==> config.mk <==
export PLATFORM = sky130hd
export DESIGN_NAME = line_segment_clipper_unit
export DESIGN_NICKNAME = d
export VERILOG_FILES = /design/src/design/lsc_pkg.sv /design/src/design/line_segment_clipper_unit.sv /design/src/design/lsc_ctrl.sv /design/src/design/lsc_datapath.sv
export VERILOG_INCLUDE_DIRS = /design/src /design/src/design
export SDC_FILE = /design/constraint.sdc
export NUM_CORES = 2
export LEC_CHECK = 0
export BUFFER_PORTS_ARGS = -buffer_cell sky130_fd_sc_hd__buf_4
export CAP_MARGIN = 25
export CORE_MARGIN = 2
export CORE_UTILIZATION = 62
export CTS_CLUSTER_SIZE = 25
export DETAILED_ROUTE_END_ITERATION = 10
export PLACE_DENSITY = 0.86
export SETUP_SLACK_MARGIN = 0.2
export SYNTH_ARGS = -nofsm -noshare
export SYNTH_HDL_FRONTEND = slang
export SYNTH_SLANG_ARGS = --single-unit
==> constraint.sdc <==
create_clock -name clk -period 20.7 [get_ports clk]
set_input_delay 2.07 -clock clk [delete_from_list [all_inputs] [get_ports clk]]
set_output_delay 2.07 -clock clk [all_outputs]
set_load 0.03 [all_outputs]
==> src/design/line_segment_clipper_unit_defines.svh <==
// Assertion macros shared by the clipper modules.
`ifndef LINE_SEGMENT_CLIPPER_UNIT_DEFINES_SVH
`define LINE_SEGMENT_CLIPPER_UNIT_DEFINES_SVH

// Assert that a condition holds at every clock edge outside reset.
`define LSC_ASSERT_ALWAYS(label, clk, rst_n, cond, msg) \
    label: assert property (@(posedge clk) disable iff (!rst_n) (cond)) else $error(msg);

// Assert that an antecedent implies a consequent in the following cycle.
`define LSC_ASSERT_NEXT(label, clk, rst_n, ante, cons, msg) \
    label: assert property (@(posedge clk) disable iff (!rst_n) (ante) |=> (cons)) \
        else $error(msg);

`endif

==> src/design/lsc_pkg.sv <==
package lsc_pkg;

    // Coordinate width; the ports, the window registers and the datapath all follow it.
    localparam int COORD_BITS = 16;

    // Reset window edges: plus and minus one half in Q2.14.
    localparam logic signed [COORD_BITS-1:0] WIN_HALF = COORD_BITS'(1 << (COORD_BITS - 3));

    localparam logic [3:0] OC_LEFT   = 4'd1;
    localparam logic [3:0] OC_RIGHT  = 4'd2;
    localparam logic [3:0] OC_BOTTOM = 4'd4;
    localparam logic [3:0] OC_TOP    = 4'd8;

    localparam int MAX_PASSES = 4;

    localparam logic [1:0] REG_LEFT   = 2'd0;
    localparam logic [1:0] REG_RIGHT  = 2'd1;
    localparam logic [1:0] REG_BOTTOM = 2'd2;
    localparam logic [1:0] REG_TOP    = 2'd3;

    typedef enum logic [2:0] {
        ST_IDLE,
        ST_TEST,
        ST_MUL,
        ST_DIV,
        ST_APPLY,
        ST_DONE
    } lsc_state_t;

    // Commands from the controller to the datapath.
    typedef struct packed {
        logic load;
        logic mul;
        logic div_start;
        logic apply;
    } lsc_cmd_t;

    // Status from the datapath to the controller.
    typedef struct packed {
        logic trivial_acc;
        logic trivial_rej;
        logic div_done;
    } lsc_status_t;

    typedef struct packed {
        logic signed [COORD_BITS-1:0] start_x;
        logic signed [COORD_BITS-1:0] start_y;
        logic signed [COORD_BITS-1:0] end_x;
        logic signed [COORD_BITS-1:0] end_y;
    } lsc_in_t;

    typedef struct packed {
        logic                         accepted;
        logic signed [COORD_BITS-1:0] clip_start_x;
        logic signed [COORD_BITS-1:0] clip_start_y;
        logic signed [COORD_BITS-1:0] clip_end_x;
        logic signed [COORD_BITS-1:0] clip_end_y;
    } lsc_out_t;

endpackage

==> src/design/line_segment_clipper_unit.sv <==
// A segment that needs no clipping is done after its test; otherwise each clip pass (at most
// four) runs multiply, divide and apply before the segment is tested again.
// Throughput: one segment at a time; the one-bit-a-cycle divider sets the pace.
// Reset: asynchronous, active low; the window returns to plus or minus one half.
// The result word is shown for one cycle with done high; the receiver cannot stall.
`include "line_segment_clipper_unit_defines.svh"

module line_segment_clipper_unit (
    input  logic                           clk,
    input  logic                           rst_n,
    input  logic                           start,
    output logic                           busy,
    input  lsc_pkg::lsc_in_t               in_word,
    output logic                           done,
    output lsc_pkg::lsc_out_t              out_word,
    input  logic                           cfg_we,
    input  logic [1:0]                     cfg_index,
    input  logic [lsc_pkg::COORD_BITS-1:0] cfg_data
);

    // Window registers; user writes via the configuration port only while idle, unenforced.
    logic signed [lsc_pkg::COORD_BITS-1:0] win_left_reg, win_right_reg;
    logic signed [lsc_pkg::COORD_BITS-1:0] win_bottom_reg, win_top_reg;

    always_ff @(posedge clk or negedge rst_n)
    begin
        if (!rst_n)
        begin
            win_left_reg   <= -lsc_pkg::WIN_HALF;
            win_right_reg  <= lsc_pkg::WIN_HALF;
            win_bottom_reg <= -lsc_pkg::WIN_HALF;
            win_top_reg    <= lsc_pkg::WIN_HALF;
        end
        else if (cfg_we)
        begin
            unique case (cfg_index)
                lsc_pkg::REG_LEFT:   win_left_reg   <= cfg_data;
                lsc_pkg::REG_RIGHT:  win_right_reg  <= cfg_data;
                lsc_pkg::REG_BOTTOM: win_bottom_reg <= cfg_data;
                lsc_pkg::REG_TOP:    win_top_reg    <= cfg_data;
                default: ;
            endcase
        end
    end

    lsc_pkg::lsc_cmd_t                     cmd;
    lsc_pkg::lsc_status_t                  status;
    logic                                  acc;
    logic signed [lsc_pkg::COORD_BITS-1:0] x0, y0, x1, y1;

    // The controller sequences test, multiply, divide and apply for each pass.
    lsc_ctrl u_ctrl (
        .clk    (clk),
        .rst_n  (rst_n),
        .start  (start),
        .status (status),
        .cmd    (cmd),
        .busy   (busy),
        .done   (done),
        .acc    (acc)
    );

    lsc_datapath #(.COORD_BITS(lsc_pkg::COORD_BITS)) u_dp (
        .clk        (clk),
        .rst_n      (rst_n),
        .cmd        (cmd),
        .in_x0      (in_word.start_x),
        .in_y0      (in_word.start_y),
        .in_x1      (in_word.end_x),
        .in_y1      (in_word.end_y),
        .win_left   (win_left_reg),
        .win_right  (win_right_reg),
        .win_bottom (win_bottom_reg),
        .win_top    (win_top_reg),
        .status     (status),
        .x0         (x0),
        .y0         (y0),
        .x1         (x1),
        .y1         (y1)
    );

    // A rejected segment reports zero endpoints.
    always_comb
    begin
        out_word.accepted     = acc;
        out_word.clip_start_x = acc ? x0 : '0;
        out_word.clip_start_y = acc ? y0 : '0;
        out_word.clip_end_x   = acc ? x1 : '0;
        out_word.clip_end_y   = acc ? y1 : '0;
    end

    `LSC_ASSERT_NEXT(a_done_idle, clk, rst_n, done, !busy,
        "block still busy after delivering a word")
    `LSC_ASSERT_ALWAYS(a_done_busy, clk, rst_n, !done || busy,
        "result word shown while idle")
    `LSC_ASSERT_NEXT(a_start_busy, clk, rst_n, start && !busy, busy,
        "accepted segment did not start work")

endmodule

==> src/design/lsc_ctrl.sv <==
module lsc_ctrl (
    input  logic                 clk,
    input  logic                 rst_n,
    input  logic                 start,
    input  lsc_pkg::lsc_status_t status,
    output lsc_pkg::lsc_cmd_t    cmd,
    output logic                 busy,
    output logic                 done,
    output logic                 acc
);

    lsc_pkg::lsc_state_t state_reg, state_next;
    logic [2:0] pass_reg, pass_next;
    logic acc_reg, acc_next;

    always_ff @(posedge clk or negedge rst_n)
    begin
        if (!rst_n)
        begin
            state_reg <= lsc_pkg::ST_IDLE;
            pass_reg  <= '0;
            acc_reg   <= 1'b0;
        end
        else
        begin
            state_reg <= state_next;
            pass_reg  <= pass_next;
            acc_reg   <= acc_next;
        end
    end

    always_comb
    begin
        state_next = state_reg;
        pass_next  = pass_reg;
        acc_next   = acc_reg;
        cmd        = '0;
        done       = 1'b0;
        unique case (state_reg)
            lsc_pkg::ST_IDLE:
            begin
                if (start)
                begin
                    cmd.load   = 1'b1;
                    pass_next  = '0;
                    state_next = lsc_pkg::ST_TEST;
                end
            end
            lsc_pkg::ST_TEST:
            begin
                if (status.trivial_acc)
                begin
                    acc_next   = 1'b1;
                    state_next = lsc_pkg::ST_DONE;
                end
                else if (status.trivial_rej || pass_reg == 3'(lsc_pkg::MAX_PASSES))
                begin
                    acc_next   = 1'b0;
                    state_next = lsc_pkg::ST_DONE;
                end
                else
                begin
                    cmd.mul    = 1'b1;
                    state_next = lsc_pkg::ST_MUL;
                end
            end
            lsc_pkg::ST_MUL:
            begin
                cmd.div_start = 1'b1;
                state_next    = lsc_pkg::ST_DIV;
            end
            lsc_pkg::ST_DIV:
            begin
                if (status.div_done)
                begin
                    state_next = lsc_pkg::ST_APPLY;
                end
            end
            lsc_pkg::ST_APPLY:
            begin
                cmd.apply  = 1'b1;
                pass_next  = pass_reg + 3'd1;
                state_next = lsc_pkg::ST_TEST;
            end
            lsc_pkg::ST_DONE:
            begin
                done       = 1'b1;
                state_next = lsc_pkg::ST_IDLE;
            end
            default:
            begin
                state_next = lsc_pkg::ST_IDLE;
            end
        endcase
    end

    assign busy = (state_reg != lsc_pkg::ST_IDLE);
    assign acc  = acc_reg;

endmodule

==> src/design/lsc_datapath.sv <==
`include "line_segment_clipper_unit_defines.svh"

module lsc_datapath #(
    parameter int COORD_BITS = 16
) (
    input  logic                         clk,
    input  logic                         rst_n,
    input  lsc_pkg::lsc_cmd_t            cmd,
    input  logic signed [COORD_BITS-1:0] in_x0,
    input  logic signed [COORD_BITS-1:0] in_y0,
    input  logic signed [COORD_BITS-1:0] in_x1,
    input  logic signed [COORD_BITS-1:0] in_y1,
    input  logic signed [COORD_BITS-1:0] win_left,
    input  logic signed [COORD_BITS-1:0] win_right,
    input  logic signed [COORD_BITS-1:0] win_bottom,
    input  logic signed [COORD_BITS-1:0] win_top,
    output lsc_pkg::lsc_status_t         status,
    output logic signed [COORD_BITS-1:0] x0,
    output logic signed [COORD_BITS-1:0] y0,
    output logic signed [COORD_BITS-1:0] x1,
    output logic signed [COORD_BITS-1:0] y1
);

    localparam int DB = COORD_BITS + 1;      // differences
    localparam int PB = 2 * DB;              // product magnitude
    localparam int CB = $clog2(PB + 1);

    logic signed [COORD_BITS-1:0] x0_reg, y0_reg, x1_reg, y1_reg;
    logic [3:0] c0, c1, co;

    function automatic logic [3:0] outcode(
        input logic signed [COORD_BITS-1:0] x,
        input logic signed [COORD_BITS-1:0] y,
        input logic signed [COORD_BITS-1:0] l,
        input logic signed [COORD_BITS-1:0] r,
        input logic signed [COORD_BITS-1:0] b,
        input logic signed [COORD_BITS-1:0] t
    );
        logic [3:0] c;
        c = '0;
        if (x < l) c = c | lsc_pkg::OC_LEFT;
        else if (x > r) c = c | lsc_pkg::OC_RIGHT;
        if (y < b) c = c | lsc_pkg::OC_BOTTOM;
        else if (y > t) c = c | lsc_pkg::OC_TOP;
        return c;
    endfunction

    assign c0 = outcode(x0_reg, y0_reg, win_left, win_right, win_bottom, win_top);
    assign c1 = outcode(x1_reg, y1_reg, win_left, win_right, win_bottom, win_top);
    assign co = (c0 != 4'd0) ? c0 : c1;

    assign status.trivial_acc = ((c0 | c1) == 4'd0);
    assign status.trivial_rej = ((c0 & c1) != 4'd0);

    // Operand selection for the interpolation.
    logic signed [DB-1:0] num, eoff, den;
    logic signed [COORD_BITS-1:0] base, edge_v;
    logic vert;

    always_comb
    begin
        vert = ((co & (lsc_pkg::OC_TOP | lsc_pkg::OC_BOTTOM)) != 4'd0);
        priority if ((co & lsc_pkg::OC_TOP) != 4'd0)
            edge_v = win_top;
        else if ((co & lsc_pkg::OC_BOTTOM) != 4'd0)
            edge_v = win_bottom;
        else if ((co & lsc_pkg::OC_RIGHT) != 4'd0)
            edge_v = win_right;
        else
            edge_v = win_left;
        if (vert)
        begin
            base = x0_reg;
            num  = DB'(x1_reg) - DB'(x0_reg);
            eoff = DB'(edge_v) - DB'(y0_reg);
            den  = DB'(y1_reg) - DB'(y0_reg);
        end
        else
        begin
            base = y0_reg;
            num  = DB'(y1_reg) - DB'(y0_reg);
            eoff = DB'(edge_v) - DB'(x0_reg);
            den  = DB'(x1_reg) - DB'(x0_reg);
        end
    end

    // Registered pass operands.
    logic [PB-1:0]                prod_reg;
    logic [DB-1:0]                den_reg;
    logic                         neg_reg, vert_reg, sel0_reg, zero_reg;
    logic signed [COORD_BITS-1:0] base_reg, edge_reg;

    // Restoring divider: one quotient bit a cycle.
    logic [PB-1:0] quo_reg, quo_next;
    logic [DB:0]   rem_reg, rem_next;
    logic [CB-1:0] cnt_reg, cnt_next;
    logic          run_reg, run_next;
    logic [DB:0]   trial;

    always_comb
    begin
        trial    = {rem_reg[DB-1:0], quo_reg[PB-1]};
        quo_next = quo_reg;
        rem_next = rem_reg;
        cnt_next = cnt_reg;
        run_next = run_reg;
        if (cmd.div_start)
        begin
            quo_next = prod_reg;
            rem_next = '0;
            cnt_next = CB'(PB);
            run_next = 1'b1;
        end
        else if (run_reg)
        begin
            if (trial >= {1'b0, den_reg})
            begin
                rem_next = trial - {1'b0, den_reg};
                quo_next = {quo_reg[PB-2:0], 1'b1};
            end
            else
            begin
                rem_next = trial;
                quo_next = {quo_reg[PB-2:0], 1'b0};
            end
            cnt_next = cnt_reg - CB'(1);
            if (cnt_reg == CB'(1))
                run_next = 1'b0;
        end
    end

    assign status.div_done = run_reg && (cnt_reg == CB'(1));

    always_ff @(posedge clk or negedge rst_n)
    begin
        if (!rst_n)
        begin
            run_reg <= 1'b0;
            cnt_reg <= '0;
        end
        else
        begin
            run_reg <= run_next;
            cnt_reg <= cnt_next;
        end
    end

    logic [DB-1:0] mag_num, mag_eoff, mag_den;
    assign mag_num  = num[DB-1]  ? DB'(-num)  : DB'(num);
    assign mag_eoff = eoff[DB-1] ? DB'(-eoff) : DB'(eoff);
    assign mag_den  = den[DB-1]  ? DB'(-den)  : DB'(den);

    // Interpolated coordinate with saturation.
    localparam int SB = PB + 2;
    logic signed [SB-1:0] sum, cmax, cmin;
    logic signed [COORD_BITS-1:0] newc;

    always_comb
    begin
        cmax = SB'((64'sd1 <<< (COORD_BITS - 1)) - 64'sd1);
        cmin = -cmax - SB'(1);
        if (neg_reg)
            sum = SB'(base_reg) - SB'({1'b0, quo_reg});
        else
            sum = SB'(base_reg) + SB'({1'b0, quo_reg});
        if (zero_reg)
            newc = base_reg;
        else if (sum > cmax)
            newc = cmax[COORD_BITS-1:0];
        else if (sum < cmin)
            newc = cmin[COORD_BITS-1:0];
        else
            newc = sum[COORD_BITS-1:0];
    end

    always_ff @(posedge clk)
    begin
        quo_reg <= quo_next;
        rem_reg <= rem_next;
        if (cmd.mul)
        begin
            prod_reg <= mag_num * mag_eoff;
            den_reg  <= mag_den;
            zero_reg <= (den == '0);
            neg_reg  <= (num[DB-1] ^ eoff[DB-1]) ^ den[DB-1];
            vert_reg <= vert;
            sel0_reg <= (c0 != 4'd0);
            base_reg <= base;
            edge_reg <= edge_v;
        end
        if (cmd.load)
        begin
            x0_reg <= in_x0;
            y0_reg <= in_y0;
            x1_reg <= in_x1;
            y1_reg <= in_y1;
        end
        else if (cmd.apply)
        begin
            if (sel0_reg)
            begin
                x0_reg <= vert_reg ? newc : edge_reg;
                y0_reg <= vert_reg ? edge_reg : newc;
            end
            else
            begin
                x1_reg <= vert_reg ? newc : edge_reg;
                y1_reg <= vert_reg ? edge_reg : newc;
            end
        end
    end

    assign x0 = x0_reg;
    assign y0 = y0_reg;
    assign x1 = x1_reg;
    assign y1 = y1_reg;

    `LSC_ASSERT_NEXT(a_div_ends, clk, rst_n, status.div_done, !run_reg,
        "divider still running after its last step")
    `LSC_ASSERT_ALWAYS(a_no_start_while_run, clk, rst_n, !(cmd.div_start && run_reg),
        "division started while another runs")
    `LSC_ASSERT_ALWAYS(a_apply_idle_div, clk, rst_n, !(cmd.apply && run_reg),
        "result applied before the division finished")

endmodule
# Word-level counts from Yosys, hierarchy flattened

Index checks and enable logic that the tools add are counted.

Order comparisons: 11
Multiplexer cells: 67
Bitwise logic cells: 4
Equality and inequality tests: 13
Reduce and logical (&&, ||, !) cells: 24
$add $sub $neg: 12
Multipliers: 1

Operators by type and width:

| cell                                                                           | count |
|---|---|
| 16-bit two-way mux                                                             | 26 |
| 17-bit two-way mux                                                             | 6 |
| 34-bit two-way mux                                                             | 2 |
| 16-bit by 16-bit subtractor with 17-bit output                                 | 4 |
| 16-bit > comparator                                                            | 4 |
| 16-bit less-than comparator                                                    | 4 |
| 17-bit negator                                                                 | 3 |
| 16-bit by 35-bit adder with 36-bit output                                      | 1 |
| 36-bit by 16-bit > comparator with 1-bit output, second input constant         | 1 |
| 36-bit by 16-bit less-than comparator with 1-bit output, second input constant | 1 |
| 36-bit two-way mux                                                             | 1 |
| 16-bit by 35-bit subtractor with 36-bit output                                 | 1 |
| 17-bit by 17-bit multiplier with 34-bit output                                 | 1 |
| 4-bit two-way mux                                                              | 6 |
| 18-bit by 17-bit >= comparator with 1-bit output                               | 1 |
| 2-bit AND reduction                                                            | 9 |
| 17-bit zero test                                                               | 1 |
| 17-bit subtractor                                                              | 1 |
| 3-bit two-way mux                                                              | 5 |
| 3-bit case mux with 5 select lines                                             | 1 |
| 1-bit two-way mux                                                              | 14 |
| 6-bit two-way mux                                                              | 2 |
| 4-bit nonzero test                                                             | 3 |
| 2-bit nonzero test                                                             | 5 |
| other kinds (20)                                                               | 29 |

Bits of input ports: 86
Output and inout port bits: 67
Flip-flop bits (word level): 280

# Longest topological paths before layout

Depth in word-level cells: 15
Gate-level depth with buffers: 55
Mapped depth without buffers: 50

# By module

A second synthesis with hierarchy kept.

Cell total of the unflattened synthesis: 3524
Area total of the unflattened synthesis: 32224.7 um2

By module, submodules not included:

| module                    | sequential area each (um2) | area each (um2) | cells each | instances |
|---|---|---|---|---|
| lsc_datapath              | 6070.8                     | 28912.7         | 3275       | 1 |
| line_segment_clipper_unit | 1611.5                     | 2855.2          | 208        | 1 |
| lsc_ctrl                  | 175.2                      | 456.7           | 41         | 1 |

# Worst setup path after synthesis

OpenSTA, ideal clock, no wires.

Path kind: register to register
Start: reg u_dp.y1_reg[5] (netlist: u_dp.y1[5])
End: reg u_dp.prod_reg[32], data pin
Required time: 20434 ps
Library setup time: 266 ps
Cell stages (with the launch flop): 52
Path buffers: 6
Period minus slack after synthesis: 11937 ps
Slack: 8763 ps
Arrival: 11671 ps
Cells stage by stage: edfxtp_1 ha_1 a21o_1 a21o_1 a211o_1 a211oi_1 mux2i_1 nor2b_1 o311a_1 buf_6 buf_2 buf_2 buf_1 a222oi_1 inv_1 ha_1 nor2b_1 o21ai_1 [16 not listed] inv_1 fa_1 fa_1 inv_1 fa_1 inv_1 ha_1 a21o_1 a21o_1 a21oi_1 o21ai_0 a31oi_1 o31a_1 o21ai_0 o41ai_1 o21ai_0 o41ai_1 xnor2_1

Longest elaborated chain between the ends: 11
Elaborated cells on any way between the ends: 19
Those cells by class: add/sub: 5; mul: 1; order compare: 2; mux: 10; reduce/logical: 1

RTL lines:

| element                                                           | RTL line                               | RTL |
|---|---|---|
| start: declaration                                                | lsc_datapath.sv:28                     | `logic signed [COORD_BITS-1:0] x0_reg, y0_reg, x1_reg, y1_reg;` |
| start signal: assignment                                          | lsc_datapath.sv:196                    | `y1_reg <= in_y1;` |
| start signal: assignment                                          | lsc_datapath.sv:208                    | `y1_reg <= vert_reg ? edge_reg : newc;` |
| 16-bit less-than comparator                                       | lsc_datapath.sv:43                     | `if (y < b) c = c \| lsc_pkg::OC_BOTTOM;` |
| 4-bit two-way mux (*)                                             | lsc_datapath.sv:43                     |  |
| 4-bit two-way mux (*)                                             | lsc_datapath.sv:50                     | `assign co = (c0 != 4'd0) ? c0 : c1;` |
| 16-bit two-way mux                                                | lsc_datapath.sv:67                     | `else if ((co & lsc_pkg::OC_RIGHT) != 4'd0)` |
| 16-bit two-way mux                                                | lsc_datapath.sv:65                     | `else if ((co & lsc_pkg::OC_BOTTOM) != 4'd0)` |
| 16-bit two-way mux (*)                                            | lsc_datapath.sv:63                     | `priority if ((co & lsc_pkg::OC_TOP) != 4'd0)` |
| named net u_dp.edge_v[2]                                          | lsc_datapath.sv:57                     | `logic signed [COORD_BITS-1:0] base, edge_v;` |
| 16-bit by 16-bit subtractor with 17-bit output (on tied branches) | lsc_datapath.sv:82, lsc_datapath.sv:75 |  |
| 17-bit two-way mux (*)                                            | lsc_datapath.sv:71                     | `if (vert)` |
| 17-bit negator                                                    | lsc_datapath.sv:150                    | `assign mag_eoff = eoff[DB-1] ? DB'(-eoff) : DB'(eoff);` |
| 17-bit two-way mux (*)                                            | lsc_datapath.sv:150                    |  |
| 17-bit by 17-bit multiplier with 34-bit output (*)                | lsc_datapath.sv:182                    | `prod_reg <= mag_num * mag_eoff;` |
| end signal: assignment                                            | lsc_datapath.sv:182                    |  |
| end: declaration                                                  | lsc_datapath.sv:88                     | `logic [PB-1:0] prod_reg;` |

The timed path passes the listed nets; every way through them passes the cells marked *.
A chain may end at the register's enable or synchronous reset.

# Worst setup path in the final report

Start: reg u_dp.y1_reg[10] (netlist: u_dp.y1[10])
End: reg u_dp.prod_reg[32], data pin

The elaborated chain is that of the path after synthesis.

==> metrics <==
vias in the first global route ~29000; # rows 84; # fillers between 4000 and 5000; grt total ovfl 0; # setup viols final 0; post-route ant nets 0; final worst path period need about 13 ns; root buffer selected by CTS clkbuf_16; flops & latches, synth 280; fin crit share 0.646; Post-route DRC 0; Mapped Area about 33000 sq um; commonest non-fill, non-tap cells in the layout inv_1 (476), nand2_1 (416), ha_1 (341), a21oi_1 (238), fa_1 (229); Skew-Pair Late Insertion Delay around 0.58 ns; CP max stage delay ~0.6 ns; worst clock skew 0.0428 ns; relative slew slack 0.282; Syn Inst Count 3787; largest net degree at the start of global routing 94; post-CTS setup buffer count 0; hold-critical path depth 1; Main synth FF type edfxtp_1; sequential area share after synthesis 0.236; Area Growth Syn to Fin 8.83%; area of the multi-input gates between 20000 and 25000 sq um; Post-synth ARST share 0.279; status finished, final reports clean; Total Routing Usage GR 0.391; CP Buf/Inv Count 3; Post-synth EDFFs ~190; CTS tree yes; H-tree Lvls 2; Pre-Repair DR Iteration Count 9; Post-DP HPWL 86500 microns; initial core utilization 0.630; dominant cells by area after synthesis edfxtp_1 (17%), fa_1 (14%), ha_1 (13%), inv_1 (5.4%), dfrtp_1 (5.3%); kind of end point of the critical path flip-flop; Setup TNS 0 ns; Die Y-Extent between 200 and 250 microns; FF+latch area ~7900 sq um; Resize count post-CTS 0; Syn. warnings 0; post-cts hold buffer count 0; crit-path leading delay family compound AO/OA/AOI/OAI gates; Via density ~6.4; R2R depth between 40 and 50; CP max stage cell edfxtp_1; die width roughly 240 microns; Max Fanout on Critical Path 66; Avg Inst Size Synth roughly 9 sq um; syn_nets between 4000 and 5000; num ports between 150 and 200; Slew Viols, Final 0; CP Class flip-flop to flip-flop; Final Util 0.686; WL/cell roughly 24 microns; CP Depth 41; Yosys cell types 96; worst-margin pin slew 1.07 ns; RSZ-0062 raised after global routing no; clk buf depth 3; Worst-path clk slew 0.06 ns; Routability Congestion ~1.1; quantity of I/O buffers inserted on ports ~150; Critical Path RT 21.01 ns; Post-Route WL between 100000 and 150000 microns; initial antenna violation count 9; initial drt markers 3802; DR vias 29500; fmax between 70 and 80 MHz; Fin. Hold Viols 0; Yosys top cell area share 0.167; Die ar. 55600 sq um; top cell type by total area after synthesis edfxtp_1; most frequent CP cell fa_1; total CTS buffers 34; Core ar. approximately 53000 sq um; layout cells sized above 1 0.101; fin nets between 4000 and 5000; Hold Crit Class flip-flop to flip-flop; WP data arrival between 10 and 15 ns; Clock Sinks 280; commonest non-fill, non-tap cell in the layout inv_1; max cap viols 0; first-pass GRT wire length roughly 170000 microns; Worst Setup Start Kind flip-flop
==> path summary, 6_finish.rpt <==
path / from / end / slack [ns]
max: u_dp.y1[10]$_DFFE_PP_ / u_dp.prod_reg[32]$_DFFE_PP_ / 7.33
min: win_right_reg[3]$_DFFE_PN0P_ / win_right_reg[3]$_DFFE_PN0P_ / 0.51
max reg2reg: u_dp.y1[10]$_DFFE_PP_ / u_dp.prod_reg[32]$_DFFE_PP_ / 7.33
min reg2reg: win_right_reg[3]$_DFFE_PN0P_ / win_right_reg[3]$_DFFE_PN0P_ / 0.51
max in group asynchronous: rst_n / win_bottom_reg[13]$_DFFE_PN1P_ / 18.42
min in group asynchronous: rst_n / win_left_reg[3]$_DFFE_PN0P_ / 1.32
==> final cells by class <==
cell class	count	area share
Sequential cell	280	0.217
Multi-Input combinational cell	2883	0.635
Inverter	477	0.0495
Clock inverter	16	0.00514
Timing Repair Buffer	203	0.0437
Clock buffer	46	0.0261
Antenna cell	2	0.000138
Tap cell	688	0.0237
==> cell families (layout without fill, tap and decap cells) <==
family          count (synthesis)  count (layout)  synth area share
xor+xnor                      175             175            0.0480
other cells                     0               2                 0
fa+ha+maj                     570             570             0.266
mux                           128             128            0.0413
compound gates                797             797             0.156
buf+inv                       624             742            0.0743
flops                         280             280             0.236
simple gates                 1213            1213             0.180
==> through the flow <==
stage | setup slack [ns] | hold WS (ns) | instances | area, sq um
after floorplan | 8.76 | 0.450 | 3787 | 33300
after global placement | 7.33 | 0.487 | 4526 | 35000
after detailed placement | 7.69 | 0.494 | 4527 | 35000
after CTS | 7.66 | 0.508 | 4589 | 36200
after global routing | 6.55 | 0.525 | 4593 | 36300
final | 7.33 | 0.510 | 4595 | 36300
==> cell usage after synthesis (49+ instances only) <==
master / count
inv_1: 476
nand2_1: 416
ha_1: 341
a21oi_1: 238
fa_1: 229
nor2_1: 217
edfxtp_1: 185
o21ai_0: 176
and2_1: 145
xnor2_1: 109
clkbuf_1: 107
a21o_1: 87
dfrtp_1: 70
mux2i_1: 65
mux2_2: 60
nor2b_1: 59
nor3_1: 59
and3_1: 57
xor2_1: 57
nand2b_1: 52
nand3_1: 49
==> worst reg2reg max path: cells and delay by family, from the launching register on <==
family,cells,cell delay (ns)
compound gates,18,4.87
fa+ha+maj,9,4.33
simple gates,8,1.77
flops,1,0.59
buf+inv,3,0.58
xor+xnor,2,0.58
mux,1,0.38
==> per-layer routing <==
metal | wire [microns] | track usage
met2 | 46500 | 0.583
met5 | 108 | 0.0113
met1 | 42500 | 0.519
met4 | 5840 | 0.174
met3 | 15000 | 0.130
Power is not shown: default switching activity piles up to over one toggle a cycle in this logic, so the estimate is an artifact.
